[config.mk]
export PLATFORM = sky130hd
export DESIGN_NAME = vpi_front
export DESIGN_NICKNAME = d
export VERILOG_FILES = /design/src/vpi_pkg.sv /design/src/vpi_front.sv
export SDC_FILE = /design/constraint.sdc
export NUM_CORES = 1
export LEC_CHECK = 0
export BUFFER_PORTS_ARGS = -buffer_cell sky130_fd_sc_hd__buf_4
export CAP_MARGIN = 20
export CORE_UTILIZATION = 55
export CTS_BUF_LIST = sky130_fd_sc_hd__clkbuf_8
export DETAILED_ROUTE_END_ITERATION = 8
export GPL_ROUTABILITY_DRIVEN = 0
export HOLD_SLACK_MARGIN = 0.1
export PLACE_DENSITY = 0.84
export SLEW_MARGIN = 20
export SYNTH_ARGS = -nofsm -noshare
export SYNTH_HDL_FRONTEND = slang
export SYNTH_SLANG_ARGS = --single-unit
[constraint.sdc]
create_clock -name i_clk -period 5.6 [get_ports i_clk]
set_clock_uncertainty 0.1 [all_clocks]
set_input_delay 0.28 -clock i_clk [delete_from_list [all_inputs] [get_ports i_clk]]
set_output_delay 0.28 -clock i_clk [all_outputs]
set_load 0.005 [all_outputs]
[src/vpi_pkg.sv]
// Shared types and constants for the video port interface.
`default_nettype none
package vpi_pkg;

    typedef enum logic [2:0] {
        REQ_DATA_WR    = 3'd0,
        REQ_CTRL_WR    = 3'd1,
        REQ_DATA_RD    = 3'd2,
        REQ_STATUS_RD  = 3'd3,
        REQ_HBLANK_SET = 3'd4,
        REQ_HBLANK_CLR = 3'd5,
        REQ_VBLANK_SET = 3'd6,
        REQ_VBLANK_CLR = 3'd7
    } t_req;

    // classified bus transaction passed from front to back
    typedef struct packed {
        t_req        req;
        logic        reg_form;
        logic [4:0]  reg_idx;
        logic [15:0] word;
    } t_item;

    localparam int ITEM_QUEUE_DEPTH = 2;
    localparam int RES_QUEUE_DEPTH  = 4;
    localparam int VADDR_EXT_BITS   = 17;

    localparam logic [15:0] STATUS_RESET  = 16'h3400;
    localparam logic [15:0] MASK_COLOUR   = 16'h0EEE;
    localparam logic [15:0] MASK_SCROLL   = 16'h07FF;
    localparam logic [15:0] MASK_BYTE     = 16'h00FF;
    localparam logic [15:0] BAD_READ      = 16'h00FF;
    localparam logic [15:0] FORM_MASK     = 16'hC000;
    localparam logic [15:0] REG_FORM      = 16'h8000;
    localparam logic [15:0] ADDR_LOW_MASK = 16'h3FFF;
    localparam logic [5:0]  CODE_KEEP     = 6'h3C;
    localparam logic [5:0]  SCROLL_LIMIT  = 6'h28;

    localparam logic [3:0] CODE_VIDEO_WR  = 4'h1;
    localparam logic [3:0] CODE_COLOUR_WR = 4'h3;
    localparam logic [3:0] CODE_SCROLL_WR = 4'h5;
    localparam logic [3:0] CODE_VIDEO_RD  = 4'h0;
    localparam logic [3:0] CODE_SCROLL_RD = 4'h4;
    localparam logic [3:0] CODE_COLOUR_RD = 4'h8;
    localparam logic [3:0] CODE_BYTE_RD   = 4'hC;

    localparam logic [4:0] REG_MODE      = 5'd1;
    localparam logic [4:0] REG_STEP      = 5'd15;
    localparam logic [4:0] REG_MODE_LIMIT = 5'd10;
    localparam int         MODE_BIT      = 2;
    localparam int         HBLANK_BIT    = 2;
    localparam int         VBLANK_BIT    = 3;

endpackage
`default_nettype wire

[src/vpi_front.sv]
// Input queue: accepts bus transactions and classifies them for the back end.
`default_nettype none
module vpi_front (
    input  wire logic                 i_clk,
    input  wire logic                 i_rst_n,
    input  wire logic                 i_push,
    input  wire logic [2:0]           i_req_type,
    input  wire logic [15:0]          i_bus_word,
    input  wire logic                 i_hold,
    output logic                      o_full,
    output vpi_pkg::t_item            o_item,
    output logic                      o_valid,
    input  wire logic                 i_pop
);
    localparam int PW = (vpi_pkg::ITEM_QUEUE_DEPTH > 1) ? $clog2(vpi_pkg::ITEM_QUEUE_DEPTH) : 1;
    localparam int CW = $clog2(vpi_pkg::ITEM_QUEUE_DEPTH + 1);

    vpi_pkg::t_item r_q [vpi_pkg::ITEM_QUEUE_DEPTH];
    logic [PW-1:0]  r_wr_ptr;
    logic [PW-1:0]  r_rd_ptr;
    logic [CW-1:0]  r_count;
    vpi_pkg::t_item in_item;
    logic           do_push;
    logic           do_pop;

    always_comb begin
        in_item.req      = vpi_pkg::t_req'(i_req_type);
        in_item.reg_form = (i_bus_word & vpi_pkg::FORM_MASK) == vpi_pkg::REG_FORM;
        in_item.reg_idx  = i_bus_word[12:8];
        in_item.word     = i_bus_word;
    end

    assign o_full  = (r_count == CW'(vpi_pkg::ITEM_QUEUE_DEPTH)) || i_hold;
    assign o_valid = r_count != '0;
    assign o_item  = r_q[r_rd_ptr];
    assign do_push = i_push && !o_full;
    assign do_pop  = i_pop && o_valid;

    always_ff @(posedge i_clk) begin
        if (do_push) begin
            r_q[r_wr_ptr] <= in_item;
        end
    end

    always_ff @(posedge i_clk) begin
        if (!i_rst_n) begin
            r_wr_ptr <= '0;
            r_rd_ptr <= '0;
            r_count  <= '0;
        end else begin
            if (do_push) begin
                r_wr_ptr <= (r_wr_ptr == PW'(vpi_pkg::ITEM_QUEUE_DEPTH - 1)) ? '0
                                                                              : r_wr_ptr + 1'b1;
            end
            if (do_pop) begin
                r_rd_ptr <= (r_rd_ptr == PW'(vpi_pkg::ITEM_QUEUE_DEPTH - 1)) ? '0
                                                                              : r_rd_ptr + 1'b1;
            end
            r_count <= r_count + CW'(do_push) - CW'(do_pop);
        end
    end
endmodule
`default_nettype wire

==> impl_metrics.py, run 1 <==
metrics = {
    "clock_network": {
        "clock_latency_ns": 0.29,
        "cts_setup_buffers": 0,
        "cts_made_buffers": 5,
        "cts.sinks": 45,
        "max-clock-path-buffers": 2,
        "clk_pin_slew_ns": 0.07,
        "cts_tree": "yes",
        "htree_levels": 2,
        "clock-root-buffer": "clkbuf_8",
    },
    "setup_path": {
        "critPathRequiredTime_ns": 5.22,
        "critPathCaptureType": "output pin",
        "crit_path_max_fanout": 20,
        "path_class": "register to output pin",
        "reg2reg_from": "r_count[0]$_SDFF_PN0_",
        "reg2reg_to": "r_q[0][13]$_DFFE_PP_",
        "r2r_setup_slack_ns": 3.63,
        "endpoint": "o_item[18]",
        "r2r_cells": 3,
        "cp.arrival_ns": 1.75,
        "startpoint_type": "register",
    },
    "cells_and_area": {
        "layout.nets": 189,
        "drive_gt1_share_pct": 49.4,
        "finalNonFillerCells": 208,
        "area_growth_pct": 38.6,
        "final_core_util_pct": 79.7,
        "n_antenna_cell": 0,
    },
    "route": {
        "vias": 1003,
        "drt-initial-drc-count": 21,
        "wl_per_cell_um": 14.4,
        "drt_pass1_iterations": 4,
        "drt-total-wl_um": 2990,
        "postRouteAntennaNets": 0,
        "via_per_inst": 4.82,
        "drcViolationCount": 0,
    },
    "sta": {
        "setup_tns_ns": 0,
        "final.min_clock_period_ns": 2.13,
        "fmax_mhz": 470,
        "tightest_slew_ns": 1.02,
        "setup_ws_ns": 3.47,
        "maxSlewViolCount": 0,
        "rsz0062_at_grt": "no",
        "setup_viol": 0,
        "fin_crit_sh_pct": 38.0,
        "finalHoldViolCount": 0,
        "max_slew_margin_pct": 31.7,
    },
    "die": {
        "die_area_um2": 3390,
        "core_area_um2": 3030,
        "dieHeight_um": 58.3,
        "num_rows": 20,
        "ios": 51,
        "initial_core_util_pct": 57.5,
        "die_w_um": 58.3,
    },
    "worst_hold_path": {
        "hold_path_class": "input port to register",
    },
    "synth": {
        "synth_fp_nets": 120,
        "ys_seq_area_share_pct": 74.8,
        "synthCells": 94,
        "synth_cell_types": 17,
        "synth_seq_cells": 45,
        "synth.avg_cell_area_um2": 18.5,
        "netlist_area_um2": 1740,
        "yosysWarnings": 0,
    },
    "job": {
        "drv_cap": 0,
    },
    "placement": {
        "pre_cts_slack_ns": 3.61,
        "post-place-cells": 181,
        "port-buffer-count": 50,
    },
    "pwr": {
        "p_sw_uw": 201,
        "p_total_uw": 868,
        "p_clk_share_pct": 26.5,
        "p_seq_share_pct": 49.1,
        "power_density_nw_per_um2": 360,
        "swShare_pct": 23.2,
        "combPwrFrac_pct": 24.3,
        "p_int_uw": 667,
        "peakVddDrop_mv": 0.276,
        "p_leak_uw": 0.000936,
    },
    "global_route": {
        "gr-total-overflow": 0,
        "grt_pass1_wl_um": 4550,
        "grt_usage_pct": 19.4,
        "grt_max_degree": 21,
        "grt_pass1_vias": 1018,
        "antenna_found_initial": 0,
    },
    "status": {
        "status": "finished clean",
    },
}
per-layer routing:
metal,vias up,track usage (%),share of wire [%]
met5,-,0,0
met4,0,9.52,3.1
met3,10,8.04,5.4
met2,39,33.0,54
met1,476,20.7,38
li1,478,-,-
layout by cell type, fill, tap and decap left out, drive strengths merged:
master,count
edfxtp,40
inv,3
xnor2,3
dlygate4sd3,19
mux2,20
nor2,2
or2,1
dfxtp,5
ha,2
nand2,2
clkbuf,5
clkinv,1
buf,50
and2,2
nand2b,2
o21a,1
mux2i,1
nand3b,1
bufinv,1
nor2b,3
power by group through the flow:
stage	logic, uW	registers, uW	clock network [uW]
4_1_cts	214	427	235
2_1_floorplan	134	416	0
3_5_place_dp	201	435	0
6_report	211	426	230
5_1_grt	230	432	252
3_3_place_gp	196	433	0
cells by family after synthesis:
| logic type | after synthesis | synth area share (%) |
|---|---|---|
| flip-flops | 45 | 74.8 |
| AO/OA/AOI/OAI | 1 | 0.503 |
| XOR/XNOR | 3 | 1.51 |
| adder cells (fa/ha/maj) | 2 | 1.44 |
| AND/OR/NAND/NOR | 13 | 4.39 |
| buffers and inverters | 9 | 3.88 |
| multiplexers | 21 | 13.5 |
area by class of cell:
type / count / area (um2)
inverters: 2 / 7.51
repair buffers: 69 / 566
well taps: 44 / 55.1
clock inverters: 3 / 37.5
multi-input cells: 40 / 377
fillers: 167 / 616
clock buffers: 5 / 68.8
flip-flops and latches: 45 / 1300
critical path: stages (launching register included):
cell	delay (ns)
dfxtp_1	0.89
mux2_2	0.43
buf_4	0.14
state kept, by name, indices dropped and copies added, names as in the netlist, named ones only:
name	flops
r_rd_ptr	1
r_q	40
r_count	2
r_wr_ptr	1
how the worst min path moves through the flow:
stage          depth (start not counted)  slack [ns]                     to           from
2_1_floorplan                          0        0.28    r_q[0][0]$_DFFE_PP_  i_bus_word[0]
3_3_place_gp                           1        0.37    r_q[1][5]$_DFFE_PP_  i_bus_word[5]
3_5_place_dp                           1        0.37    r_q[0][5]$_DFFE_PP_  i_bus_word[5]
4_1_cts                                2        0.13  r_count[0]$_SDFF_PN0_        i_rst_n
5_1_grt                                2        0.15  r_count[0]$_SDFF_PN0_        i_rst_n
6_report                               2        0.13  r_count[0]$_SDFF_PN0_        i_rst_n
timing repair:
item | CTS | global route
endpoints found under the hold margin | 38 | 0
hold buffers | 19 | 0
gates resized for setup | 0 | 0
synth_stat cells:
cell | count | area share [%]
edfxtp_1 | 40 | 69
mux2_2 | 20 | 13
buf_4 | 5 | 2.2
dfxtp_1 | 5 | 5.8
nor2b_1 | 3 | 1.1
xnor2_1 | 3 | 1.5
and2_1 | 2 | 0.72
buf_6 | 2 | 1.3
ha_1 | 2 | 1.4
inv_1 | 2 | 0.43
nand2_1 | 2 | 0.43
nand2b_1 | 2 | 0.72
nor2_1 | 2 | 0.43
mux2i_1 | 1 | 0.58
nand3b_2 | 1 | 0.65
o21a_2 | 1 | 0.50
or2_2 | 1 | 0.36
through the flow:
stage | instance area (um2) | hold WS (ns)
after global placement | 2120 | 0.367
after floorplan | 1740 | 0.279
after global routing | 2410 | 0.145
after detailed placement | 2120 | 0.368
after CTS | 2410 | 0.132
final | 2410 | 0.135
Power figures use the tool's default switching activity.
==> run 2: changes to the inputs <==
- CORE_UTILIZATION: 55 -> 53
- PLACE_DENSITY: 0.84 -> 0.82
- clock period: 5.6 -> 2 ns (I/O delays scaled with it)
==> impl_metrics.py, run 2 (same netlist as run 1, synthesis figures left out) <==
metrics = {
    "cells_and_area": {
        "drive_gt1_share_pct": 50.3,
        "area_growth_pct": 42.9,
        "layout_commonest_cell": "buf_4",
        "n_antenna_cell": 0,
        "final_cell_mix": "buf_4, edfxtp_1, dlygate4sd3_1",
        "largest_register_ffs": 40,
        "layout.nets": 198,
        "finalNonFillerCells": 217,
        "reg_top3": "r_q x40, r_count x2",
        "top_register": "r_q",
    },
    "sta": {
        "tightest_slew_ns": 0.338,
        "setup_tns_ns": 0,
        "finalHoldViolCount": 0,
        "max_slew_margin_pct": 77.4,
        "fin_crit_sh_pct": 92.6,
        "hold_ws_ns": 0.134,
        "maxSlewViolCount": 0,
        "final.min_clock_period_ns": 1.85,
        "setup_viol": 0,
        "rsz0062_at_grt": "no",
        "fmax_mhz": 540,
    },
    "route": {
        "drt-initial-drc-count": 52,
        "wl_per_cell_um": 14.3,
        "vias": 1015,
        "drt-total-wl_um": 3110,
        "postRouteAntennaNets": 0,
        "drcViolationCount": 0,
        "drt_pass1_iterations": 4,
        "via_per_inst": 4.68,
    },
    "setup_path": {
        "path_class": "register to register",
        "reg2reg_from": "r_count[0]$_SDFF_PN0_",
        "critPathCaptureType": "register",
        "critPathRequiredTime_ns": 2.08,
        "cp.arrival_ns": 1.94,
        "r2r_setup_slack_ns": 0.15,
        "cp-startpoint": "r_count[0]$_SDFF_PN0_",
        "crit_path_max_fanout": 4,
        "startpoint_type": "register",
    },
    "global_route": {
        "grt_pass1_vias": 1083,
        "grt_pass1_wl_um": 4860,
        "gr-total-overflow": 0,
        "grt_max_degree": 14,
        "antenna_found_initial": 0,
        "grt_usage_pct": 20.0,
    },
    "pwr": {
        "power_density_nw_per_um2": 993,
        "peakVddDrop_mv": 0.841,
        "p_leak_uw": 0.000979,
    },
    "die": {
        "dieHeight_um": 59.3,
        "die_w_um": 59.3,
        "num_rows": 20,
        "die_area_um2": 3520,
        "ios": 51,
        "initial_core_util_pct": 56.5,
        "core_area_um2": 3080,
    },
    "clock_network": {
        "clock-root-buffer": "clkbuf_8",
        "clk_pin_slew_ns": 0.07,
        "htree_levels": 2,
        "cts_made_buffers": 5,
        "cts_tree": "yes",
        "clock_latency_ns": 0.29,
        "cts_setup_buffers": 0,
        "max-clock-path-buffers": 2,
        "cts.sinks": 45,
    },
    "worst_hold_path": {
        "hold_path_class": "input port to register",
        "min_from": "i_pop",
    },
    "job": {
        "drv_cap": 0,
    },
    "placement": {
        "post-place-cells": 187,
        "port-buffer-count": 50,
        "dp_hpwl_um": 2050,
    },
    "status": {
        "status": "finished clean",
    },
}
-- run 2: cell types whose count changed in the layout (fill, tap and decap cells not counted), sizes merged --
cell         change
buf              +6
dlygate4sd3      +3
-- run 2: worst paths after layout --
path,to,cells after the start
hold reg to reg,r_wr_ptr$_SDFFE_PN0P_,2
hold / removal,register,4
setup reg to reg,r_count[1]$_SDFF_PN0_,8
setup / recovery,r_count[1]$_SDFF_PN0_,8
-- run 2: worst max-delay path, cell delays in order (launching register included) --
cell and delay (ns):
dfxtp_1 0.39, nand2b_1 0.17, nand3b_2 0.13, ha_1 0.30
inv_1 0.04, ha_1 0.18, xnor2_1 0.14, xnor2_1 0.13
and2_1 0.16
-- run 2: timing repair --
item | in CTS | in global routing
hold endpoints to repair | 45 | 0
gates resized for setup | 0 | 0
hold buffers | 22 | 0
-- run 2: where the power goes --
group,switching [uW],internal [uW]
Sequential,54.1,1120
Clock,273,363
Combinational,248,416
Total,575,1890
-- run 2: per-layer routing --
layer	share of wire [%]	global-route usage, %	vias up
li1	-	-	497
met3	4.2	6.55	6
met5	0	0	-
met4	1.2	6.12	0
met1	39	21.2	483
met2	55	37.1	29
-- run 2: final cells by class --
class | count | area, um2
timing repair buffer | 78 | 641
fill | 177 | 591
clock buffer | 5 | 68.8
tap | 44 | 55.1
multi-input combinational | 40 | 377
clock inverter | 3 | 37.5
sequential | 45 | 1300
inverter | 2 | 7.51
-- run 2: through the flow --
step | util (%) | cell area [um2] | power (uW) | setup slack, ns
6_report | 80.8 | 2490 | 2470 | 0.148
5_1_grt | 80.8 | 2490 | 2590 | 0.0603
4_1_cts | 80.8 | 2490 | 2490 | 0.139
3_5_place_dp | 70.2 | 2160 | 1820 | 0.136
3_3_place_gp | 70.2 | 2160 | 1780 | 0.270
2_1_floorplan | - | 1740 | 1540 | 0.0274
