===== src/vpi_pkg.sv =====
// Shared types and constants for the video port interface.
`default_nettype none
package vpi_pkg;

    typedef enum logic [2:0] {
        REQ_DATA_WR    = 3'd0,
        REQ_CTRL_WR    = 3'd1,
        REQ_DATA_RD    = 3'd2,
        REQ_STATUS_RD  = 3'd3,
        REQ_HBLANK_SET = 3'd4,
        REQ_HBLANK_CLR = 3'd5,
        REQ_VBLANK_SET = 3'd6,
        REQ_VBLANK_CLR = 3'd7
    } t_req;

    // classified bus transaction passed from front to back
    typedef struct packed {
        t_req        req;
        logic        reg_form;
        logic [4:0]  reg_idx;
        logic [15:0] word;
    } t_item;

    localparam int ITEM_QUEUE_DEPTH = 2;
    localparam int RES_QUEUE_DEPTH  = 4;
    localparam int VADDR_EXT_BITS   = 17;

    localparam logic [15:0] STATUS_RESET  = 16'h3400;
    localparam logic [15:0] MASK_COLOUR   = 16'h0EEE;
    localparam logic [15:0] MASK_SCROLL   = 16'h07FF;
    localparam logic [15:0] MASK_BYTE     = 16'h00FF;
    localparam logic [15:0] BAD_READ      = 16'h00FF;
    localparam logic [15:0] FORM_MASK     = 16'hC000;
    localparam logic [15:0] REG_FORM      = 16'h8000;
    localparam logic [15:0] ADDR_LOW_MASK = 16'h3FFF;
    localparam logic [5:0]  CODE_KEEP     = 6'h3C;
    localparam logic [5:0]  SCROLL_LIMIT  = 6'h28;

    localparam logic [3:0] CODE_VIDEO_WR  = 4'h1;
    localparam logic [3:0] CODE_COLOUR_WR = 4'h3;
    localparam logic [3:0] CODE_SCROLL_WR = 4'h5;
    localparam logic [3:0] CODE_VIDEO_RD  = 4'h0;
    localparam logic [3:0] CODE_SCROLL_RD = 4'h4;
    localparam logic [3:0] CODE_COLOUR_RD = 4'h8;
    localparam logic [3:0] CODE_BYTE_RD   = 4'hC;

    localparam logic [4:0] REG_MODE      = 5'd1;
    localparam logic [4:0] REG_STEP      = 5'd15;
    localparam logic [4:0] REG_MODE_LIMIT = 5'd10;
    localparam int         MODE_BIT      = 2;
    localparam int         HBLANK_BIT    = 2;
    localparam int         VBLANK_BIT    = 3;

endpackage
`default_nettype wire


===== src/vpi_rfifo.sv =====
// Result queue holding read words until they are popped.
`default_nettype none
module vpi_rfifo (
    input  wire logic                 i_clk,
    input  wire logic                 i_rst_n,
    input  wire logic                 i_push,
    input  wire logic [15:0]          i_data,
    input  wire logic                 i_pop,
    output logic                      o_empty,
    output logic [15:0]               o_data,
    output logic [$clog2(vpi_pkg::RES_QUEUE_DEPTH + 1)-1:0] o_count
);
    localparam int PW = $clog2(vpi_pkg::RES_QUEUE_DEPTH);
    localparam int CW = $clog2(vpi_pkg::RES_QUEUE_DEPTH + 1);

    logic [15:0]   r_q [vpi_pkg::RES_QUEUE_DEPTH];
    logic [PW-1:0] r_wr_ptr;
    logic [PW-1:0] r_rd_ptr;
    logic [CW-1:0] r_count;
    logic          do_pop;

    assign o_empty = r_count == '0;
    assign o_data  = r_q[r_rd_ptr];
    assign o_count = r_count;
    assign do_pop  = i_pop && !o_empty;

    always_ff @(posedge i_clk) begin
        if (i_push) begin
            r_q[r_wr_ptr] <= i_data;
        end
    end

    always_ff @(posedge i_clk) begin
        if (!i_rst_n) begin
            r_wr_ptr <= '0;
            r_rd_ptr <= '0;
            r_count  <= '0;
        end else begin
            if (i_push) begin
                r_wr_ptr <= r_wr_ptr + 1'b1;
            end
            if (do_pop) begin
                r_rd_ptr <= r_rd_ptr + 1'b1;
            end
            r_count <= r_count + CW'(i_push) - CW'(do_pop);
        end
    end
endmodule
`default_nettype wire


===== config.mk =====
export PLATFORM = sky130hd
export DESIGN_NAME = vpi_rfifo
export DESIGN_NICKNAME = d
export VERILOG_FILES = /design/src/vpi_pkg.sv /design/src/vpi_rfifo.sv
export SDC_FILE = /design/constraint.sdc
export NUM_CORES = 1
export LEC_CHECK = 0
export ABC_AREA = 0
export ABC_CLOCK_PERIOD_IN_PS = 5500
export BUFFER_PORTS_ARGS = -buffer_cell sky130_fd_sc_hd__buf_4
export CAP_MARGIN = 5
export CORE_MARGIN = 2
export CORE_UTILIZATION = 45
export CTS_CLUSTER_SIZE = 28
export DETAILED_ROUTE_END_ITERATION = 16
export PLACE_DENSITY = 0.74
export SLEW_MARGIN = 10
export SYNTH_ARGS = -nofsm -noshare
export SYNTH_HDL_FRONTEND = slang
export SYNTH_SLANG_ARGS = --single-unit

===== constraint.sdc =====
create_clock -name i_clk -period 5.5 [get_ports i_clk]
set_input_delay 0.825 -clock i_clk [delete_from_list [all_inputs] [get_ports i_clk]]
set_output_delay 0.825 -clock i_clk [all_outputs]
set_load 0.02 [all_outputs]

==> results_dict.tcl, run 1 <==
set metrics [dict create \
    cp_slowest_cell "dfxtp_1" \
    reg2regPathDepth 8 \
    synth_seq_cells 73 \
    die_w_um 83.0 \
    min_path_type "reg2reg" \
    critical_path.top_delay_family "flip-flops" \
    fmax_ghz 0.335 \
    placed_cells 237 \
    initial_utilization_pct 46.9 \
    syn_to_final_growth_pct 19.8 \
    pre_cts_ws_ns 2.77 \
    insertion_delay_ns 0.33 \
    nNetsFinal 200 \
    rsz0062_at_grt "no" \
    hold_violations 0 \
    grt_pass1_vias 1424 \
    overflow 0 \
    synth_cell_types 20 \
    synth.mux.area_fraction_pct 15.0 \
    setup_viol 0 \
    clock-root-buffer "clkbuf_8" \
    synth_top_family_by_area "multiplexers" \
    critPathMaxFanout 16 \
    synth_cells 127 \
    cp.arrival_ns 2.16 \
    grt_max_degree 17 \
    path_buf_inv 1 \
    wl_per_cell_um 17.7 \
    path_depth 2 \
    n_antenna_cell 0 \
    criticalPathCategory "reg2out" \
    drv_slew 0 \
    row_count 28 \
    drtIter0Drc 86 \
    synth.yosys.warnings 0 \
    num_vias 1303 \
    cts_buffer_depth 2 \
    clkTransAtPathRegs_ns 0.07 \
    fin_worst_skew_ns 0.00688 \
    power.leakage_nw 1.21 \
    finalPower_mw 1.45 \
    cts_tree "built" \
    status "complete, no violations" \
    powerDensity_nw_per_um2 429 \
    ant_nets 0 \
    viasPerCell 5.15 \
    cap_violations 0 \
    end_kind "output pin" \
    syn_area_per_cell_sq_um 22.1 \
    dp_hpwl_um 2900 \
    drive_above_1_share_pct 35.4 \
    min_period_over_period_pct 54.2 \
    syn-num-nets 154 \
    h-tree-depth 3 \
    yosys.area_share.simple_pct 2.89 \
    yosys.area_share.adder_pct 3.38 \
    first_pass_iters 4 \
    drc 0 \
    synthXorXnorAreaFrac_pct 1.11 \
    slew_headroom_pct 33.1 \
    syn_area_sq_um 2810 \
    grt_pass1_wl_um 7310 \
    worst_pin_slew_ns 1.00 \
    seq_area_frac_synth_pct 74.8 \
    cts_hold_buffers 0 \
    timing.hold.ws_ns 0.502 \
    antenna_found_initial 0 \
    worstPathCellList "mux4_1 > buf_4" \
    layout_setup_ws_ns 2.52 \
    postCtsSetupRepairBufs 0 \
    numPortBuffers 39 \
    crit_required_ns 4.68 \
    clock_sinks 73 \
    post_cts_resized 0 \
    synth_compound_area_share_pct 0.623 \
    grt_usage_pct 14.1 \
    wl_um 4470 \
    io_pins 40 \
    min_period_ns 2.98 \
    crit_path_start_kind "flip-flop" \
    cts_buffers 9 \
    irDropWorstVdd_uv 270 \
    whs_path_depth 2 \
    globalplace.congestion 0.714 \
    die_h_um 83.0 \
    coreArea_sq_um 5990 \
    finalSetupTns_ns 0 \
    slowest_delay_ns 0.99 \
    dieArea_sq_um 6890 \
    layout.cells.non_filler 253 \
]
-- path summary, 6_finish.rpt --
kind / startpoint / end / slack, ns
min reg2reg: r_rd_ptr[1] / r_rd_ptr[1] / 0.50
max reg2reg: o_count[1] / o_count[2] / 3.50
min: r_rd_ptr[1] / r_rd_ptr[1] / 0.50
max: flip-flop / o_data[1] / 2.52
-- cells in the final DEF (no fill, tap or decap) --
cell type  Yosys  layout
nand2_1        2       2
buf_4          0      39
inv_1          5       5
and2_1         6       6
bufinv_16      0       2
xor2_1         1       1
clkinv_1       0       1
edfxtp_1      64      64
fa_1           1       1
dfxtp_1        9       9
o311ai_0       1       1
clkbuf_1       0       1
nand2b_1       2       2
mux2i_1        4       4
nor3_1         1       1
ha_1           6       6
xnor3_1        1       1
o31a_1         1       1
mux4_1         6       6
clkinv_4       0       1
nor2b_1        3       3
clkbuf_8       0       9
clkinv_2       0       2
mux4_2        10      10
-- cells in the mapped netlist --
| cell | number | area (sq um) |
|---|---|---|
| and2_1 | 6 | 37.5 |
| buf_12 | 1 | 20.0 |
| buf_2 | 2 | 10.0 |
| buf_6 | 1 | 11.3 |
| dfxtp_1 | 9 | 180 |
| edfxtp_1 | 64 | 1920 |
| fa_1 | 1 | 20.0 |
| ha_1 | 6 | 75.1 |
| inv_1 | 5 | 18.8 |
| mux2i_1 | 4 | 40.0 |
| mux4_1 | 6 | 158 |
| mux4_2 | 10 | 225 |
| nand2_1 | 2 | 7.51 |
| nand2b_1 | 2 | 12.5 |
| nor2b_1 | 3 | 18.8 |
| nor3_1 | 1 | 5.00 |
| o311ai_0 | 1 | 8.76 |
| o31a_1 | 1 | 8.76 |
| xnor3_1 | 1 | 22.5 |
| xor2_1 | 1 | 8.76 |
-- worst min-delay path: cells and delay by family (launching register included) --
family	cells	cell delay, ns
simple gates	1	0.05
mux	1	0.08
flops	1	0.31
-- flip-flops by register name, indices dropped and copies added (netlist names), named ones only --
signal and cells:
r_wr_ptr 2, r_q 64, r_rd_ptr 2, o_count 3
-- final cells by class --
class | count | area (sq um)
clock inverters | 6 | 82.6
fillers | 451 | 2630
repair buffers | 39 | 293
multi-input cells | 45 | 648
well taps | 75 | 93.8
clock buffers | 10 | 128
flip-flops and latches | 73 | 2100
inverters | 5 | 18.8
-- per-stage QoR --
step	util (%)	area, sq um
2_1_floorplan	-	2810
3_3_place_gp	52.7	3160
3_5_place_dp	52.7	3160
4_1_cts	56.2	3370
5_1_grt	56.2	3370
6_report	56.2	3370
-- layer usage --
layer | up-vias | track usage [%] | wire length (um)
met4 | 0 | 6.26 | 74
li1 | 605 | - | -
met3 | 9 | 4.17 | 202
met2 | 33 | 24.4 | 2340
met1 | 656 | 16.3 | 1850
met5 | - | 0 | 0
-- power breakdown --
group,leakage (nW),switching [mW],total [mW],internal [mW]
combinational,0.439,0.145,0.315,0.171
sequential,0.662,0.0500,0.695,0.645
clock,0.108,0.182,0.435,0.253
total,1.21,0.377,1.45,1.07
-- logic make-up (layout without fill, tap and decap cells) --
logic type / after synthesis / count (layout)
buffers and inverters: 9 / 60
DFF: 73 / 73
and+or+nand+nor: 14 / 14
muxes: 20 / 20
xor gates and xnor gates: 2 / 2
AOI/OAI and AO/OA: 2 / 2
adders and majority gates: 7 / 7
(Power assumes the default switching activity.)
==> run 2: changes to the inputs <==
--- a/config.mk
+++ b/config.mk
@@ -6,7 +6,7 @@
 export NUM_CORES = 1
 export LEC_CHECK = 0
 export ABC_AREA = 0
-export ABC_CLOCK_PERIOD_IN_PS = 5500
+export ABC_CLOCK_PERIOD_IN_PS = 2900
 export BUFFER_PORTS_ARGS = -buffer_cell sky130_fd_sc_hd__buf_4
 export CAP_MARGIN = 5
 export CORE_MARGIN = 2
==> constraint.sdc (replaced) <==
create_clock -name i_clk -period 2.9 [get_ports i_clk]
set_input_delay 0.435 -clock i_clk [delete_from_list [all_inputs] [get_ports i_clk]]
set_output_delay 0.435 -clock i_clk [all_outputs]
set_load 0.02 [all_outputs]
==> results_dict.tcl, run 2 (synthesis results as in run 1) <==
set metrics [dict create \
    n_antenna_cell 0 \
    grt_pass1_wl_um 7490 \
    clock-root-buffer "clkbuf_8" \
    min_period_over_period_pct 82.6 \
    drc 0 \
    post_cts_resized 0 \
    fmax_ghz 0.417 \
    slew_headroom_pct 44.4 \
    drive_above_1_share_pct 34.3 \
    hold_violations 0 \
    cts_tree "built" \
    grt_pass1_vias 1455 \
    first_pass_iters 4 \
    numPortBuffers 39 \
    setup_viol 0 \
    coreArea_sq_um 5990 \
    netSwitchingFraction_pct 26.8 \
    grt_max_degree 17 \
    mostFrequentLayoutCells "edfxtp_1, buf_4, mux4_2" \
    h-tree-depth 3 \
    largest_register "r_q" \
    finalSetupTns_ns 0 \
    drtIter0Drc 66 \
    ant_nets 0 \
    overflow 0 \
    wl_um 4620 \
    power.leakage_nw 1.19 \
    drv_slew 0 \
    die_w_um 83.0 \
    insertion_delay_ns 0.34 \
    intPower_mw 1.94 \
    clock_sinks 73 \
    syn_to_final_growth_pct 18.8 \
    min_path_type "in2reg" \
    powerDensity_nw_per_um2 794 \
    nNetsFinal 201 \
    nFillCells 481 \
    final_common_cell "edfxtp_1" \
    viasPerCell 5.27 \
    dp_hpwl_um 3110 \
    largest_reg_flops 64 \
    antenna_found_initial 0 \
    p_sw_mw 0.711 \
    globalplace.congestion 0.705 \
    wl_per_cell_um 18.3 \
    finalPower_mw 2.65 \
    comb_power_share_pct 24.0 \
    postCtsSetupRepairBufs 0 \
    cts_buffers 9 \
    cts_buffer_depth 2 \
    row_count 28 \
    crit_required_ns 2.47 \
    status "complete, no violations" \
    rsz0062_at_grt "no" \
    die_h_um 83.0 \
    critPathMaxFanout 9 \
    irDropWorstVdd_uv 499 \
    pwr-share-seq_pct 48.8 \
    crit_path_start_kind "flip-flop" \
    fin_worst_skew_ns 0.00426 \
    io_pins 40 \
    worst_pin_slew_ns 0.833 \
    criticalPathCategory "reg2out" \
    min_period_ns 2.40 \
    end_kind "output pin" \
    num_vias 1333 \
    pwr-share-clk_pct 27.2 \
    dieArea_sq_um 6890 \
    initial_utilization_pct 46.9 \
    cp.arrival_ns 1.96 \
    cts_hold_buffers 0 \
    cap_violations 0 \
    clkTransAtPathRegs_ns 0.07 \
    grt_usage_pct 15.0 \
]
run 2: cell types whose count changed in the layout (fill, tap and decap cells not counted), sizes merged:
cell	change
bufinv	-1
clkbuf	+1
buf	+1
clkinv	-2
clkinvlp	+1
run 2: layer usage:
layer	up-vias	global-route usage (%)	share of wire, %
met4	0	8.20	1.2
met1	687	16.7	38
li1	603	-	-
met3	7	6.46	6.8
met2	36	24.3	54
met5	-	0	0
run 2: worst paths after layout:
check	startpoint	endpoint	slack, ns	cells after the start
hold / removal	i_data[8]	r_q[3][8]	0.29	1
hold reg to reg	r_rd_ptr[1]	r_rd_ptr[1]	0.48	2
setup reg to reg	o_count[1]	o_count[2]	0.86	8
setup / recovery	flip-flop	o_data[13]	0.50	3
run 2: worst max-delay path, cell delays in order, from the launching register on:
cell and delay [ns]:
dfxtp_1 0.59, buf_4 0.31, mux4_2 0.54, buf_4 0.17
run 2: per-stage QoR:
step	instances	hold WS [ns]	util [%]	instance area (sq um)	setup WS, ns
after global routing	253	0.273	55.7	3340	0.388
after CTS	253	0.277	55.7	3340	0.449
after global placement	238	0.466	52.8	3160	0.866
after floorplan	127	0.449	-	2810	0.936
final	253	0.292	55.7	3340	0.503
after detailed placement	238	0.479	52.8	3160	0.834
run 2: power groups by stage:
stage	Sequential [mW]	Clock (mW)	Combinational (mW)
finish	1.29	0.722	0.637
global route	1.31	0.787	0.685
CTS	1.30	0.740	0.651
detailed placement	1.32	0	0.651
global placement	1.31	0	0.618
floorplan	1.30	0	0.442
run 2: layout make-up:
| class | instances | area [sq um] | share of cell area [%] |
|---|---|---|---|
| Sequential cell | 73 | 2100 | 62.9 |
| Multi-Input combinational cell | 45 | 648 | 19.4 |
| Timing Repair Buffer | 40 | 300 | 8.99 |
| Clock buffer | 11 | 131 | 3.93 |
| Tap cell | 75 | 93.8 | 2.81 |
| Clock inverter | 4 | 45.0 | 1.35 |
| Inverter | 5 | 18.8 | 0.562 |
==> run 3: changes to the inputs <==
--- a/config.mk
+++ b/config.mk
@@ -6,14 +6,14 @@
 export NUM_CORES = 1
 export LEC_CHECK = 0
 export ABC_AREA = 0
-export ABC_CLOCK_PERIOD_IN_PS = 2900
+export ABC_CLOCK_PERIOD_IN_PS = 2100
 export BUFFER_PORTS_ARGS = -buffer_cell sky130_fd_sc_hd__buf_4
 export CAP_MARGIN = 5
 export CORE_MARGIN = 2
 export CORE_UTILIZATION = 45
 export CTS_CLUSTER_SIZE = 28
 export DETAILED_ROUTE_END_ITERATION = 16
-export PLACE_DENSITY = 0.74
+export PLACE_DENSITY = 0.77
 export SLEW_MARGIN = 10
 export SYNTH_ARGS = -nofsm -noshare
 export SYNTH_HDL_FRONTEND = slang
==> constraint.sdc (replaced) <==
create_clock -name i_clk -period 2.1 [get_ports i_clk]
set_input_delay 0.315 -clock i_clk [delete_from_list [all_inputs] [get_ports i_clk]]
set_output_delay 0.315 -clock i_clk [all_outputs]
set_load 0.02 [all_outputs]
==> results_dict.tcl, run 3 (synthesis results as in run 1) <==
set metrics [dict create \
    h-tree-depth 3 \
    insertion_delay_ns 0.34 \
    reg2regPathDepth 8 \
    power.leakage_nw 1.24 \
    clock_sinks 73 \
    r2r-end "o_count[2]" \
    cp.arrival_ns 2.21 \
    overflow 0 \
    fin_worst_skew_ns 0.00696 \
    worst_pin_slew_ns 0.845 \
    min_period_over_period_pct 93.8 \
    cts_tree "built" \
    criticalPathCategory "reg2reg" \
    grt_pass1_vias 1413 \
    nNetsFinal 204 \
    placed_cells 241 \
    fmax_ghz 0.508 \
    clock-root-buffer "clkbuf_8" \
    layout.cells.non_filler 257 \
    cts_buffers 9 \
    drive_above_1_share_pct 36.3 \
    min_from "i_data[10]" \
    num_vias 1300 \
    post_cts_resized 0 \
    hold_violations 0 \
    n_antenna_cell 0 \
    io_pins 40 \
    grt_max_degree 17 \
    critPathMaxFanout 6 \
    ant_nets 0 \
    dieArea_sq_um 6890 \
    wl_um 4350 \
    finalSetupTns_ns 0 \
    cts_hold_buffers 0 \
    syn_to_final_growth_pct 22.1 \
    largest_register "r_q" \
    reg2reg_from "o_count[1]" \
    coreArea_sq_um 5990 \
    finalPower_mw 3.93 \
    cts_buffer_depth 2 \
    largest_reg_flops 64 \
    die_w_um 83.0 \
    die_h_um 83.0 \
    drc 0 \
    grt_usage_pct 13.6 \
    postCtsSetupRepairBufs 0 \
    whs_path_depth 1 \
    min_path_type "in2reg" \
    antenna_found_initial 0 \
    min_period_ns 1.97 \
    cap_violations 0 \
    grt_pass1_wl_um 6910 \
    rrSetupSlack_ns 0.13 \
    drtIter0Drc 45 \
    row_count 28 \
    rsz0062_at_grt "no" \
    viasPerCell 5.06 \
    drv_slew 0 \
    fin_util_pct 57.3 \
    status "complete, no violations" \
    crit_required_ns 2.34 \
    irDropWorstVdd_uv 825 \
    final_common_cell "edfxtp_1" \
    powerDensity_nw_per_um2 1150 \
    initial_utilization_pct 46.9 \
    crit_path_start_kind "flip-flop" \
    min_to "r_q[0][10]" \
    clkTransAtPathRegs_ns 0.07 \
    dp_hpwl_um 2890 \
    first_pass_iters 4 \
    wl_per_cell_um 16.9 \
    numPortBuffers 39 \
    slew_headroom_pct 43.7 \
    globalplace.congestion 0.682 \
    setup_viol 0 \
    mostFrequentLayoutCells "edfxtp_1, buf_4, mux4_2" \
    end_kind "flip-flop" \
]
==> run 3: cell count changes in the layout (fill, tap and decap cells not counted), sizes merged <==
| cell | before | now |
|---|---|---|
| bufinv | 1 | 3 |
| clkbuf | 11 | 10 |
| clkinvlp | 1 | 0 |
| buf | 40 | 43 |
| clkinv | 2 | 3 |
==> run 3: layer usage <==
layer | global-route usage [%] | vias up | wire, um
li1 | - | 612 | -
met1 | 14.7 | 645 | 1710
met2 | 23.1 | 37 | 2310
met3 | 5.96 | 6 | 277
met4 | 6.26 | 0 | 63
met5 | 0 | - | 0
==> run 3: cell type report <==
class                      count  area [sq um]
multi-input combinational     45           648
clock inverter                 6           106
fill                         451          2560
clock buffer                  10           128
sequential                    73          2100
tap                           75          93.8
timing repair buffer          43           335
inverter                       5          18.8
==> run 3: worst max-delay path by stage <==
stage            endpoint  depth (start not counted)  slack, ns        from
6_report       o_count[2]                          8       0.13  o_count[1]
5_1_grt        o_count[2]                          8       0.01  o_count[1]
4_1_cts         o_data[1]                          3       0.11   flip-flop
3_5_place_dp   o_count[2]                          8       0.13  o_count[1]
3_3_place_gp   o_count[2]                          8       0.20  o_count[1]
2_1_floorplan  o_count[2]                          8       0.14  o_count[1]
==> run 3: worst max-delay path, cell delays in order (launching register included) <==
cell and delay, ns:
dfxtp_1 0.38, o31a_1 0.38, ha_1 0.28, inv_1 0.06, ha_1 0.12, inv_1 0.05, fa_1 0.36, xnor3_1 0.20
nor2b_1 0.04
==> run 3: metrics by stage <==
step           hold WS (ns)  setup slack [ns]  area [sq um]
3_3_place_gp          0.466             0.203          3200
5_1_grt               0.155            0.0133          3430
3_5_place_dp          0.473             0.132          3200
6_report              0.176             0.130          3430
2_1_floorplan         0.414             0.136          2810
4_1_cts               0.159             0.110          3430
==> run 3: where the power goes <==
group / total, mW / leakage (nW) / switching [mW] / internal, mW
combinational: 0.937 / 0.464 / 0.459 / 0.478
clock: 1.25 / 0.116 / 0.462 / 0.783
sequential: 1.75 / 0.662 / 0.0642 / 1.69
total: 3.93 / 1.24 / 0.986 / 2.95
